`config.mk`:
```
export PLATFORM = sky130hd
export DESIGN_NAME = run_queue_deque_with_fairness_skip_top
export DESIGN_NICKNAME = d
export VERILOG_FILES = /design/src/rtl/rqd_pkg.sv /design/src/rtl/rqd_ctrl.sv /design/src/rtl/rqd_dp.sv /design/src/rtl/run_queue_deque_with_fairness_skip_top.sv
export SDC_FILE = /design/constraint.sdc
export NUM_CORES = 1
export LEC_CHECK = 0
export BUFFER_PORTS_ARGS = -buffer_cell sky130_fd_sc_hd__buf_2
export CORE_ASPECT_RATIO = 0.6
export CORE_MARGIN = 2
export CORE_UTILIZATION = 40
export CTS_CLUSTER_SIZE = 40
export DETAILED_ROUTE_END_ITERATION = 12
export GPL_TIMING_DRIVEN = 1
export SLEW_MARGIN = 20
export SYNTH_ARGS = -nofsm -noshare
export SYNTH_HDL_FRONTEND = slang
export SYNTH_HIERARCHICAL = 1
export SYNTH_SLANG_ARGS = --single-unit
```
`constraint.sdc`:
```
create_clock -name clk -period 6.4 [get_ports clk]
set_clock_uncertainty 0.2 [all_clocks]
set_input_delay 0.64 -clock clk [delete_from_list [all_inputs] [get_ports clk]]
set_output_delay 0.64 -clock clk [all_outputs]
set_load 0.005 [all_outputs]
```
`src/rtl/rqd_pkg.sv`:
```
package rqd_pkg;

	localparam int DEPTH_DEF         = 64;
	localparam int HANDLE_BITS_DEF   = 16;
	localparam int PERIOD_W          = 8;
	localparam int CNT_W             = 7;
	localparam int MAX_RESULTS       = 64;
	localparam logic [PERIOD_W-1:0] MISS_PERIOD_RESET = 8'd61;

	typedef enum logic [1:0] {
		CMD_PUSH_BACK  = 2'd0,
		CMD_PUSH_FRONT = 2'd1,
		CMD_TRY_POP    = 2'd2,
		CMD_POP_MANY   = 2'd3
	} cmd_t;

	typedef enum logic [1:0] {
		STS_OK     = 2'd0,
		STS_EMPTY  = 2'd1,
		STS_MISSED = 2'd2,
		STS_FULL   = 2'd3
	} status_t;

	typedef enum logic [1:0] {
		ST_IDLE = 2'd0,
		ST_EXEC = 2'd1,
		ST_READ = 2'd2,
		ST_EMIT = 2'd3
	} state_t;

	typedef struct packed {
		logic    capture;
		logic    push_wr;
		logic    attempt_inc;
		logic    miss_clr;
		logic    load_rem;
		logic    rd;
		logic    take;
		logic    emit;
		logic    emit_use_rdata;
		logic    emit_last;
		status_t emit_status;
	} dp_cmd_t;

	typedef struct packed {
		logic is_push;
		logic is_try;
		logic full;
		logic none;
		logic miss;
		logic rem_one;
		logic out_free;
	} dp_sts_t;

endpackage

```
`src/rtl/rqd_ctrl.sv`:
```
module rqd_ctrl
	import rqd_pkg::*;
(
	input  logic    clk,
	input  logic    arst_n,
	input  logic    in_valid,
	output logic    in_stall,
	input  dp_sts_t sts,
	output dp_cmd_t cmd
);

	state_t state_q;
	state_t state_d;

	always_ff @(posedge clk or negedge arst_n) begin
		if (!arst_n) begin
			state_q <= ST_IDLE;
		end else begin
			state_q <= state_d;
		end
	end

	always_comb begin
		state_d = state_q;
		unique case (state_q)
			ST_IDLE: begin
				if (in_valid) begin
					state_d = ST_EXEC;
				end
			end
			ST_EXEC: begin
				if (sts.is_push || sts.none || (sts.is_try && sts.miss)) begin
					if (sts.out_free) begin
						state_d = ST_IDLE;
					end
				end else begin
					state_d = ST_READ;
				end
			end
			ST_READ: begin
				state_d = ST_EMIT;
			end
			ST_EMIT: begin
				if (sts.out_free) begin
					state_d = sts.rem_one ? ST_IDLE : ST_READ;
				end
			end
			default: state_d = ST_IDLE;
		endcase
	end

	always_comb begin
		cmd = '0;
		cmd.emit_status = STS_OK;
		in_stall = (state_q != ST_IDLE);
		unique case (state_q)
			ST_IDLE: begin
				cmd.capture = in_valid;
			end
			ST_EXEC: begin
				if (sts.is_push) begin
					cmd.emit        = sts.out_free;
					cmd.push_wr     = sts.out_free && !sts.full;
					cmd.emit_last   = 1'b1;
					cmd.emit_status = sts.full ? STS_FULL : STS_OK;
				end else if (sts.none) begin
					cmd.emit        = sts.out_free;
					cmd.emit_last   = 1'b1;
					cmd.emit_status = STS_EMPTY;
				end else if (sts.is_try && sts.miss) begin
					cmd.emit        = sts.out_free;
					cmd.miss_clr    = sts.out_free;
					cmd.emit_last   = 1'b1;
					cmd.emit_status = STS_MISSED;
				end else begin
					cmd.attempt_inc = sts.is_try;
					cmd.load_rem    = 1'b1;
				end
			end
			ST_READ: begin
				cmd.rd = 1'b1;
			end
			ST_EMIT: begin
				cmd.emit           = sts.out_free;
				cmd.take           = sts.out_free;
				cmd.emit_use_rdata = 1'b1;
				cmd.emit_last      = sts.rem_one;
				cmd.emit_status    = STS_OK;
			end
			default: ;
		endcase
	end

endmodule

```
`src/rtl/rqd_dp.sv`:
```
module rqd_dp
	import rqd_pkg::*;
#(
	parameter int DEPTH       = DEPTH_DEF,
	parameter int HANDLE_BITS = HANDLE_BITS_DEF
) (
	input  logic                   clk,
	input  logic                   arst_n,
	input  logic [1:0]             cmd,
	input  logic [HANDLE_BITS-1:0] task_handle,
	input  logic [CNT_W-1:0]       pop_count,
	input  logic                   cfg_wr_en,
	input  logic [PERIOD_W-1:0]    cfg_wr_data,
	input  dp_cmd_t                dcmd,
	output dp_sts_t                sts,
	output logic                   out_valid,
	input  logic                   out_stall,
	output logic [1:0]             status,
	output logic [HANDLE_BITS-1:0] popped_handle,
	output logic                   last
);

	localparam int AW = (DEPTH > 1) ? $clog2(DEPTH) : 1;
	localparam int CW = $clog2(DEPTH + 1);
	localparam int SW = CW + 1;
	localparam int NW = (CW > CNT_W) ? CW : CNT_W;

	logic [HANDLE_BITS-1:0] slots [DEPTH];
	logic [HANDLE_BITS-1:0] rdata_q;

	cmd_t                   cmd_q;
	logic [HANDLE_BITS-1:0] handle_q;
	logic [CNT_W-1:0]       want_q;
	logic [AW-1:0]          front_q;
	logic [CW-1:0]          occ_q;
	logic [PERIOD_W-1:0]    attempts_q;
	logic [PERIOD_W-1:0]    miss_period_q;
	logic [CNT_W-1:0]       rem_q;
	logic                   out_valid_q;
	status_t                status_q;
	logic [HANDLE_BITS-1:0] handle_out_q;
	logic                   last_q;

	logic [SW-1:0]       rear_sum;
	logic [AW-1:0]       rear_idx;
	logic [AW-1:0]       front_dec;
	logic [AW-1:0]       front_inc;
	logic [AW-1:0]       wr_addr;
	logic [NW-1:0]       want_x;
	logic [NW-1:0]       occ_x;
	logic [NW-1:0]       n_clip;
	logic [PERIOD_W-1:0] attempts_nx;
	logic                full;
	logic                out_free;

	always_comb begin
		rear_sum = SW'(front_q) + SW'(occ_q);
		if (rear_sum >= SW'(DEPTH)) begin
			rear_sum = rear_sum - SW'(DEPTH);
		end
		rear_idx  = rear_sum[AW-1:0];
		front_dec = (front_q == '0) ? AW'(DEPTH - 1) : front_q - AW'(1);
		front_inc = (front_q == AW'(DEPTH - 1)) ? '0 : front_q + AW'(1);
		wr_addr   = (cmd_q == CMD_PUSH_FRONT) ? front_dec : rear_idx;
	end

	always_comb begin
		want_x = NW'(want_q);
		occ_x  = NW'(occ_q);
		n_clip = (want_x < occ_x) ? want_x : occ_x;
		if (n_clip > NW'(MAX_RESULTS)) begin
			n_clip = NW'(MAX_RESULTS);
		end
	end

	assign attempts_nx = attempts_q + PERIOD_W'(1);
	assign full        = (occ_q == CW'(DEPTH));
	assign out_free    = !out_valid_q || !out_stall;

	always_comb begin
		sts.is_push  = (cmd_q == CMD_PUSH_BACK) || (cmd_q == CMD_PUSH_FRONT);
		sts.is_try   = (cmd_q == CMD_TRY_POP);
		sts.full     = full;
		sts.none     = (cmd_q == CMD_TRY_POP) ? (occ_q == '0) : (n_clip == '0);
		sts.miss     = (attempts_nx >= miss_period_q);
		sts.rem_one  = (rem_q == CNT_W'(1));
		sts.out_free = out_free;
	end

	always_ff @(posedge clk) begin
		if (dcmd.push_wr) begin
			slots[wr_addr] <= handle_q;
		end
		if (dcmd.rd) begin
			rdata_q <= slots[front_q];
		end
	end

	always_ff @(posedge clk) begin
		if (dcmd.capture) begin
			cmd_q    <= cmd_t'(cmd);
			handle_q <= task_handle;
			want_q   <= pop_count;
		end
		if (dcmd.emit) begin
			status_q     <= dcmd.emit_status;
			handle_out_q <= dcmd.emit_use_rdata ? rdata_q : '0;
			last_q       <= dcmd.emit_last;
		end
	end

	always_ff @(posedge clk or negedge arst_n) begin
		if (!arst_n) begin
			front_q       <= '0;
			occ_q         <= '0;
			attempts_q    <= '0;
			miss_period_q <= MISS_PERIOD_RESET;
			rem_q         <= '0;
			out_valid_q   <= 1'b0;
		end else begin
			if (cfg_wr_en) begin
				miss_period_q <= cfg_wr_data;
			end
			if (dcmd.push_wr) begin
				occ_q <= occ_q + CW'(1);
				if (cmd_q == CMD_PUSH_FRONT) begin
					front_q <= front_dec;
				end
			end else if (dcmd.take) begin
				occ_q   <= occ_q - CW'(1);
				front_q <= front_inc;
			end
			if (dcmd.miss_clr) begin
				attempts_q <= '0;
			end else if (dcmd.attempt_inc) begin
				attempts_q <= attempts_nx;
			end
			if (dcmd.load_rem) begin
				rem_q <= (cmd_q == CMD_TRY_POP) ? CNT_W'(1) : n_clip[CNT_W-1:0];
			end else if (dcmd.take) begin
				rem_q <= rem_q - CNT_W'(1);
			end
			if (dcmd.emit) begin
				out_valid_q <= 1'b1;
			end else if (!out_stall) begin
				out_valid_q <= 1'b0;
			end
		end
	end

	assign out_valid     = out_valid_q;
	assign status        = status_q;
	assign popped_handle = handle_out_q;
	assign last          = last_q;

	a_occ_bound: assert property (@(posedge clk) disable iff (!arst_n)
		occ_q <= CW'(DEPTH))
		else $error("occupancy beyond ring depth");

	a_no_push_full: assert property (@(posedge clk) disable iff (!arst_n)
		dcmd.push_wr |-> !full)
		else $error("slot written while ring full");

	a_take_nonempty: assert property (@(posedge clk) disable iff (!arst_n)
		dcmd.take |-> (occ_q != '0) && (rem_q != '0))
		else $error("take with empty ring or no beats left");

	a_emit_free: assert property (@(posedge clk) disable iff (!arst_n)
		dcmd.emit |-> out_free)
		else $error("result beat overwritten while stalled");

endmodule

```
`src/rtl/run_queue_deque_with_fairness_skip_top.sv`:
```
// Push: the result beat is registered from the execute state once the input beat is accepted.
// Try pop: empty or missed results come from the execute state; a taken entry goes through read and emit.
// Pop many: each handle passes through a read state and then an emit state, paced by the
// registered read of the single-port slot memory.
// One item at a time; the next input beat is taken once the last result is registered.
// Reset clears front, occupancy and attempt count, loads miss_period with 61; slots keep content.
module run_queue_deque_with_fairness_skip_top
	import rqd_pkg::*;
#(
	parameter int DEPTH       = DEPTH_DEF,
	parameter int HANDLE_BITS = HANDLE_BITS_DEF
) (
	input  logic                   clk,
	input  logic                   arst_n,
	input  logic                   in_valid,
	output logic                   in_stall,
	input  logic [1:0]             cmd,
	input  logic [HANDLE_BITS-1:0] task_handle,
	input  logic [CNT_W-1:0]       pop_count,
	input  logic                   cfg_wr_en,
	input  logic [PERIOD_W-1:0]    cfg_wr_data,
	output logic                   out_valid,
	input  logic                   out_stall,
	output logic [1:0]             status,
	output logic [HANDLE_BITS-1:0] popped_handle,
	output logic                   last
);

	dp_cmd_t dcmd;
	dp_sts_t sts;

	rqd_ctrl u_ctrl (
		.clk      (clk),
		.arst_n   (arst_n),
		.in_valid (in_valid),
		.in_stall (in_stall),
		.sts      (sts),
		.cmd      (dcmd)
	);

	rqd_dp #(
		.DEPTH       (DEPTH),
		.HANDLE_BITS (HANDLE_BITS)
	) u_dp (
		.clk           (clk),
		.arst_n        (arst_n),
		.cmd           (cmd),
		.task_handle   (task_handle),
		.pop_count     (pop_count),
		.cfg_wr_en     (cfg_wr_en),
		.cfg_wr_data   (cfg_wr_data),
		.dcmd          (dcmd),
		.sts           (sts),
		.out_valid     (out_valid),
		.out_stall     (out_stall),
		.status        (status),
		.popped_handle (popped_handle),
		.last          (last)
	);

endmodule

```
==> results of run 1 <==
[cell families after synthesis]
group | count (synthesis) | synth area share
adder cells (fa/ha/maj) | 32 | 0.00936
AO/OA/AOI/OAI | 264 | 0.0432
flip-flops | 1123 | 0.756
buffers and inverters | 141 | 0.0170
XOR/XNOR | 25 | 0.00493
multiplexers | 284 | 0.134
AND/OR/NAND/NOR | 338 | 0.0359
[what timing repair did]
action | 4_1_cts | 5_1_grt
buffers inserted | 0 | 0
hold buffers | 35 | 0
hold endpoints to repair | 68 | 0
[registers in the layout (all words and copies together), names as in the netlist, 2 cells and up]
register,cells
u_dp/rdata_q,16
u_dp/occ_q,7
u_dp/front_q,6
u_dp/want_q,7
u_dp/miss_period_q,8
u_dp/popped_handle,16
u_dp/status,2
u_dp/slots,1024
u_dp/attempts_q,8
u_dp/handle_q,16
u_dp/cmd_q,2
u_ctrl/state_q,2
u_dp/rem_q,7
[final cells by class]
class	instances	area (sq um)
clock buffer	115	2560
timing repair buffer	205	1540
multi-input combinational	943	10100
clock inverter	59	588
sequential	1123	33500
fill	9199	59500
antenna	1	2.50
tap	1488	1860
inverter	28	105
[path summary, 6_finish.rpt]
path / endpoint / cells after the start / slack [ns] / start
setup / recovery: u_dp/attempts_q[6] / 12 / 1.74 / u_dp/occ_q[6]
hold / removal: u_dp/out_valid / 3 / 0.09 / out_stall
setup reg to reg: u_dp/attempts_q[6] / 12 / 1.74 / u_dp/occ_q[6]
hold reg to reg: u_dp/miss_period_q[5] / 2 / 0.32 / u_dp/miss_period_q[5]
max in group asynchronous: u_dp/front_q[0] / 2 / 4.91 / arst_n
min in group asynchronous: u_dp/front_q[1] / 2 / 0.42 / arst_n
[placed cells by master, fill, tap and decap left out, types with 27 or more instances in the layout]
cell,netlist,layout
sky130_fd_sc_hd__nor2_1,116,112
sky130_fd_sc_hd__edfxtp_1,1084,1084
sky130_fd_sc_hd__buf_2,31,58
sky130_fd_sc_hd__dlygate4sd3_1,0,35
sky130_fd_sc_hd__mux4_2,248,248
sky130_fd_sc_hd__inv_1,27,27
sky130_fd_sc_hd__nand2_1,81,81
sky130_fd_sc_hd__mux2i_1,32,32
sky130_fd_sc_hd__clkbuf_16,0,100
sky130_fd_sc_hd__o21ai_0,36,36
sky130_fd_sc_hd__dfrtp_1,34,30
sky130_fd_sc_hd__ha_1,30,30
sky130_fd_sc_hd__a22o_1,29,29
sky130_fd_sc_hd__a21oi_1,32,32
sky130_fd_sc_hd__buf_4,14,106
[metrics by stage]
stage | hold slack [ns] | power (mW) | cell area [sq um] | std cells
6_report | 0.0867 | 21.4 | 50300 | 3962
5_1_grt | 0.0798 | 22.3 | 50300 | 3961
4_1_cts | 0.0212 | 21.4 | 50300 | 3959
3_5_place_dp | 0.307 | 15.5 | 46800 | 3750
3_3_place_gp | 0.304 | 15.4 | 46800 | 3750
2_1_floorplan | 0.144 | 13.2 | 44400 | 2207
[per-layer routing]
layer | global-route usage | routed length, um | vias up
met5 | 0 | 0 | -
met4 | 0.0337 | 1610 | 0
met3 | 0.0770 | 15000 | 120
met2 | 0.280 | 48000 | 1227
met1 | 0.317 | 51800 | 12300
li1 | - | - | 9488
[synth_stat cells, types with 19 or more instances]
library cell,instances,area [sq um]
sky130_fd_sc_hd__inv_1,27,101
sky130_fd_sc_hd__a22oi_1,26,195
sky130_fd_sc_hd__a221oi_1,19,166
sky130_fd_sc_hd__clkbuf_1,45,169
sky130_fd_sc_hd__mux2i_1,32,320
sky130_fd_sc_hd__buf_2,31,155
sky130_fd_sc_hd__ha_1,30,375
sky130_fd_sc_hd__a22o_1,29,254
sky130_fd_sc_hd__a21oi_1,32,160
sky130_fd_sc_hd__edfxtp_1,1084,32600
sky130_fd_sc_hd__dfrtp_1,34,851
sky130_fd_sc_hd__nand3_1,25,125
sky130_fd_sc_hd__and2_1,26,163
sky130_fd_sc_hd__nor3_1,25,125
sky130_fd_sc_hd__nor2_1,116,435
sky130_fd_sc_hd__mux4_2,248,5590
sky130_fd_sc_hd__o21ai_0,36,180
sky130_fd_sc_hd__nand2_1,81,304
[report_power, final]
group          internal, mW  switching (mW)
clock                  3.30            2.65
combinational          2.64            4.02
sequential             8.42           0.392
total                  14.4            7.06
[worst max-delay path: cells and delay by family (launching register included)]
kind,cells,cell delay [ns]
AOI/OAI and AO/OA,6,1.36
buffers and inverters,1,0.24
and+or+nand+nor,4,2.02
DFF,1,0.38
adders and majority gates,1,0.37
==> results.md, run 1 <==
Timing:
- For the pin with the worst max-slew slack, the measured transition is 1.15 ns.
- Of the available clock period, the critical path in the final layout requires 0.728.
- The max-slew violation count came to 0.
- Setup violations remaining at the end of the flow were counted as 0.
- The final-report hold violation count is 0.
- The maximum operating frequency is 215 MHz.
- Setup repair after global routing left no endpoint under its margin.
- After layout, the minimum clock period comes to 4.66 ns.
- The summed negative setup slack over all endpoints is 0 ns.
- Once routing completed, OpenROAD measured the worst setup slack at 1.74 ns.
- The worst slew margin relative to its limit is 0.231.

Floorplanning:
- The placeable core region is 110000 sq um.
- The placement row count is 94.
- The top-level port count is 59.
- For this configuration, the core starts out at a cell density of 0.404.
- The die area is 114000 sq um.
- The vertical extent of the die is 262 um.
- The floorplan step set the die width to 434 um.

Global routing:
- Entering global routing, the biggest net connects 90 pins.
- The number of antenna violations at the first check in global routing is 4.
- The wire length of the first global-routing pass is around 170000 um.
- For this run, the total global-route usage over all layers was measured as 0.205.
- Summed over all layers, the global routing overflow is 0.
- The number of global-route vias before repair came to approximately 23000.

Logic synthesis:
- In the synthesized netlist the async set-or-reset flop fraction comes to 0.0347.
- The unique cell type count in the Yosys netlist is slightly below 80.
- Counting every instance in the synthesized netlist gives between 2000 and 2500.
- Yosys printed 6 warnings.
- Synthesis inferred about 1100 register bits.
- The post-synthesis net count is between 2000 and 2500.
- After synthesis the cells add up to between 40000 and 50000 sq um.
- The most used flip-flop cell after synthesis is sky130_fd_sc_hd__edfxtp_1.
- The average cell area after synthesis is a little over 20 sq um.
- The number of enable-type register cells in the synthesized netlist is between 1000 and 1500.
- For this run, the register share of the synthesized area comes to 0.756.

Pwr:
- The maximum vdd drop is around 0.29 mV.
- The leakage power summed over all cells is 16.0 nW.
- Power spread over the standard cell area amounts to approximately 430 nW/um^2.

Detailed routing:
- Dividing the detail-routed wire length by the instance count gives about 29 um.
- The routed via count is ~23000.
- The detailed router finished its first iteration with about 3400 violations.
- The total iterations of the first detailed-routing run is 5.
- The wire length after detailed routing is 116000 um.
- Using the TritonRoute via totals, the vias-per-cell ratio works out to around 6.
- The DRC violation count after routing is 0.
- The detail route stage leaves a number of antenna-violating nets equal to 0.

Setup path:
- Of all nets on the critical path, the largest fanout is 10.
- The worst setup path is captured at a flop.
- The worst endpoint required time is between 6 and 7 ns.
- The critical path is of the reg -> reg type.
- The peak per-stage delay on the critical path is a little under 0.8 ns.
- The slowest stage of the critical path is the sky130_fd_sc_hd__nor3b_1 cell.
- The cell seen most often among critical-path stages is sky130_fd_sc_hd__a21oi_1.
- The arrival time at the worst endpoint is 5.06 ns.
- The critical path launch point type is a flop.
- The critical path goes through clkinv_1, ha_1, a21oi_1, o21ai_0, a21oi_2, a211oi_1, a41o_1, or4b_4, nor3b_1, nand4_1, or3_1, a21oi_1.

Clock network:
- The clock net in this run drives a total of about 1100 sinks.
- The number of gates resized after CTS was 0.
- The library cell used as clock root buffer is sky130_fd_sc_hd__clkbuf_16.
- The clock transition at the registers of the reported paths is 0.06 ns.
- TritonCTS built the clock tree.
- The deepest clock path buffer count is 3.
- The total CTS buffers is 97.
- The clock network latency to the later pin of the worst-skew pair is 0.70 ns.
- The H-tree was split into 3 levels.

Finish:
- The fraction of final layout cells with drive strength greater than 1 is 0.238.
- For this run, the post-layout net count is 2468.
- The share of the core filled with cells in the final layout is 0.458.
- The area growth from synthesis to final layout is 13.4%.

Worst hold path:
- The min-delay analysis places its worst path in the category in -> reg.

Placed design:
- The HPWL reported at the end of detailed placement is 70500 um.
- The count of input and output buffers is 58.
- Routability-driven placement finished with a final weighted congestion of 0.888.
- At the placement stage, the worst setup path has a slack of 1.78 ns.

Status:
- The run finished with clean final reports.

Flow run:
- Across the run, the number of max-cap violations was 0.
Power figures use the tool's default switching activity.
==> inputs of run 2 (changes only) <==
- clock period: 6.4 -> 4.2 ns (I/O delays scaled with it)
==> run 2 against run 1 <==
Compared with the run above: clock power is 47% higher; global-route usage increased by 0.11 points; via count increased by 0.91%; utilization is 0.50 points higher; combinational power up 62%; worst setup slack worse by 1.5 ns; non-clock buffer count rose by 71; worst hold slack improved by 0.17 ns; sequential power is 51% higher; final area rose by 1.1%; count of clock-buffer cells in the layout rose by 3; critical path type unchanged; largest cell class unchanged.
==> results.md, run 2 (synthesis gave the netlist of run 1 again) <==
Floorplanning:
- The placeable core region is 110000 sq um (unchanged).
- The placement row count is 94 (unchanged).
- The vertical extent of the die was 262 um (unchanged).
- The top-level port count is 59 (unchanged).
- The die area was 114000 sq um (unchanged).
- The initial core utilization came to 0.404 (unchanged).
- The x dimension of the die came to 434 um (unchanged).

Pwr:
- The switching share of total power is 0.334 (+0.00464).
- The net switching power is 11.0 mW (+55%).
- The sequential group share of total power is 0.405 (-0.007).
- The maximum vdd drop is 0.543 mV (+87%).
- The power per standard cell area is 644 nW/um^2 (+51%).
- The internal cell power is 21.8 mW (+52%).
- The power share of the combinational group came to 0.329 (+0.018).
- The leakage power summed over all cells was 16.3 nW (+2.0%).
- The clock power share is 0.266 (-0.012).

Setup path:
- The worst endpoint required time is 4.61 ns (-2.19 ns).
- The critical path in this run is classified as reg -> reg.
- The worst-path maximum fanout was 9 (-1).
- The reg2reg setup slack is 0.29 ns (-1.45 ns).
- STA classifies the critical path startpoint as a flop.
- The depth of the most critical reg-to-reg path came to 14 (+2).
- The arrival time at the worst endpoint is 4.33 ns (-0.73 ns).
- The worst setup path is captured at a flop.

Finish:
- In the layout the commonest cells are sky130_fd_sc_hd__edfxtp_1, sky130_fd_sc_hd__mux4_2, sky130_fd_sc_hd__buf_4, sky130_fd_sc_hd__nor2_1, sky130_fd_sc_hd__clkbuf_16.
- The sequential cell area in the final layout is 33500 sq um (unchanged).
- The flip-flop count of the largest register after layout came to 1024 (unchanged).
- The library cell used most frequently in the layout, excluding fill and tap cells, is sky130_fd_sc_hd__edfxtp_1.
- The number of nets in the layout is 2538 (+2.8%).
- The area of the multi-input gates came to 10100 sq um (-0.23%).
- The layout filler cell count is 9266 (+0.73%).
- The fraction of final layout cells with drive strength greater than 1 was 0.250 (+0.0123).
- The register with the most flip-flops in the final layout is u_dp/slots.
- The post-route cell area was 50900 sq um (+1.1%).
- The area growth from synthesis to final layout is 14.6%.

Clock network:
- The deepest clock path buffer count was 3 (unchanged).
- The total CTS buffers was 96 (-1.0%).
- The library cell used as clock root buffer is sky130_fd_sc_hd__clkbuf_16.
- The clock network latency to the later pin of the worst-skew pair is 0.69 ns (about the same).
- The number of H-tree levels is 3 (unchanged).
- The number of instances resized during post-cts repair is 0 (unchanged).
- The clock transition at the registers of the reported paths was 0.06 ns (about the same).
- The CTS sink count is 1123 (unchanged).
- TritonCTS built the clock tree.

Flow run:
- The count of max-cap constraint violations came to 0 (unchanged).

Timing:
- The worst setup margin is 0.287 ns (-1.45 ns).
- The summed negative setup slack over all endpoints is 0 ns (unchanged).
- The final-report hold violation count is 0 (unchanged).
- The maximum operating frequency is 256 MHz (+19%).
- Setup repair after global routing left no endpoint under its margin.
- The total of endpoints with negative setup slack in the final report was 0 (unchanged).
- The share of the clock period used by the worst path after layout is 0.932 (+0.204).
- The slew of the pin with the lowest slew margin was 0.974 ns (-0.180 ns).
- The final period demand of the worst path is 3.91 ns (-0.747 ns).
- The max-slew violation count is 0 (unchanged).
- The worst slew margin relative to its limit is 0.351 (+0.120).

Placed design:
- The worst setup timing slack at the placement stage is 0.416 ns (-1.36 ns).
- The HPWL reported at the end of detailed placement is 73900 um (+4.9%).
- The cell area after placement is 47300 sq um (+1.1%).
- The count of input and output buffers is 58 (unchanged).
- The final estimated routing congestion in global placement is 0.882 (-0.68%).

Global routing:
- The number of global-route vias before repair came to 23000 (+1.7%).
- The wire length of the first global-routing pass was 167000 um (+0.73%).
- The number of antenna violations at the first check in global routing is 8 (+4).
- The global-route congestion overflow total was 0 (unchanged).
- The total routing resource utilization after global routing is 0.207 (+0.00111).
- The maximum number of pins on one net before global-route repair came to 118 (+31%).

Detailed routing:
- The number of DRC markers after the initial detailed-route iteration is 3112 (-8.8%).
- The number of nets with antenna violations after routing was 0 (unchanged).
- The wire length after detailed routing was 117000 um (+0.60%).
- The DRC violation count after routing is 0 (unchanged).
- The routed via count is 23400 (+0.91%).
- The final routed wire length divided by cell count is 29.0 um (-1.2%).
- The total iterations of the first detailed-routing run is 5 (unchanged).
- The via density per instance is 5.79 (-0.94%).

Status:
- The run finished with clean final reports.

Worst hold path:
- The min-delay analysis places its worst path in the category in -> async.
## run 2: final timing paths
| path | from | to |
|---|---|---|
| max reg2reg | u_dp/occ_q[2] | u_dp/rem_q[3] |
| max in group asynchronous | arst_n | u_dp/front_q[2] |
| max | u_dp/occ_q[2] | u_dp/rem_q[3] |
| min in group clk | task_handle[7] | u_dp/handle_q[7] |
| min reg2reg | u_dp/rdata_q[2] | u_dp/popped_handle[2] |
| min | arst_n | u_dp/out_valid |
## run 2: cell type report
type,instances,share of cell area
diodes,1,0.0000492
clock buffers,118,0.0495
clock inverters,59,0.00984
inverters,28,0.00207
multi-input cells,943,0.199
flip-flops and latches,1123,0.659
well taps,1488,0.0366
repair buffers,276,0.0440
## run 2: what timing repair did
item | CTS | global route
hold buffers | 51 | 0
buffers inserted | 0 | 0
hold endpoints to repair | 70 | 0
## run 2: worst max-delay path, cell delays in order (launching register included)
cell	delay, ns
sky130_fd_sc_hd__dfrtp_1	0.42
sky130_fd_sc_hd__inv_1	0.09
sky130_fd_sc_hd__ha_1	0.30
sky130_fd_sc_hd__a21oi_1	0.17
sky130_fd_sc_hd__o21ai_0	0.18
sky130_fd_sc_hd__a21oi_2	0.39
sky130_fd_sc_hd__a211oi_1	0.13
sky130_fd_sc_hd__a41o_1	0.28
sky130_fd_sc_hd__or4b_4	0.59
sky130_fd_sc_hd__nor2_1	0.14
sky130_fd_sc_hd__and2_1	0.34
sky130_fd_sc_hd__nand3_1	0.12
sky130_fd_sc_hd__mux2i_1	0.23
sky130_fd_sc_hd__o21a_1	0.16
sky130_fd_sc_hd__o22a_1	0.13
## run 2: power groups by stage
stage	Sequential (mW)	Clock, mW	Combinational, mW
6_report	13.3	8.71	10.8
5_1_grt	13.3	9.34	11.5
4_1_cts	13.2	8.89	10.7
3_5_place_dp	13.5	0	10.6
3_3_place_gp	13.5	0	10.6
2_1_floorplan	13.4	0	6.72
## run 2: routing by layer
layer / track usage / up-vias / wire length [um]
met2: 0.275 / 1171 / 47600
met4: 0.0369 / 6 / 1630
li1: - / 9649 / -
met1: 0.325 / 12400 / 53200
met5: 0 / - / 41
met3: 0.0752 / 136 / 14600
## run 2: per-stage QoR
stage	instances	total power, mW	util	hold WS (ns)
floorplan	2207	20.1	-	-0.0756
global placement	3806	24.0	0.431	0.302
detailed placement	3806	24.1	0.431	0.309
CTS	4034	32.8	0.463	0.212
global route	4035	34.1	0.463	0.217
finish	4036	32.8	0.463	0.255
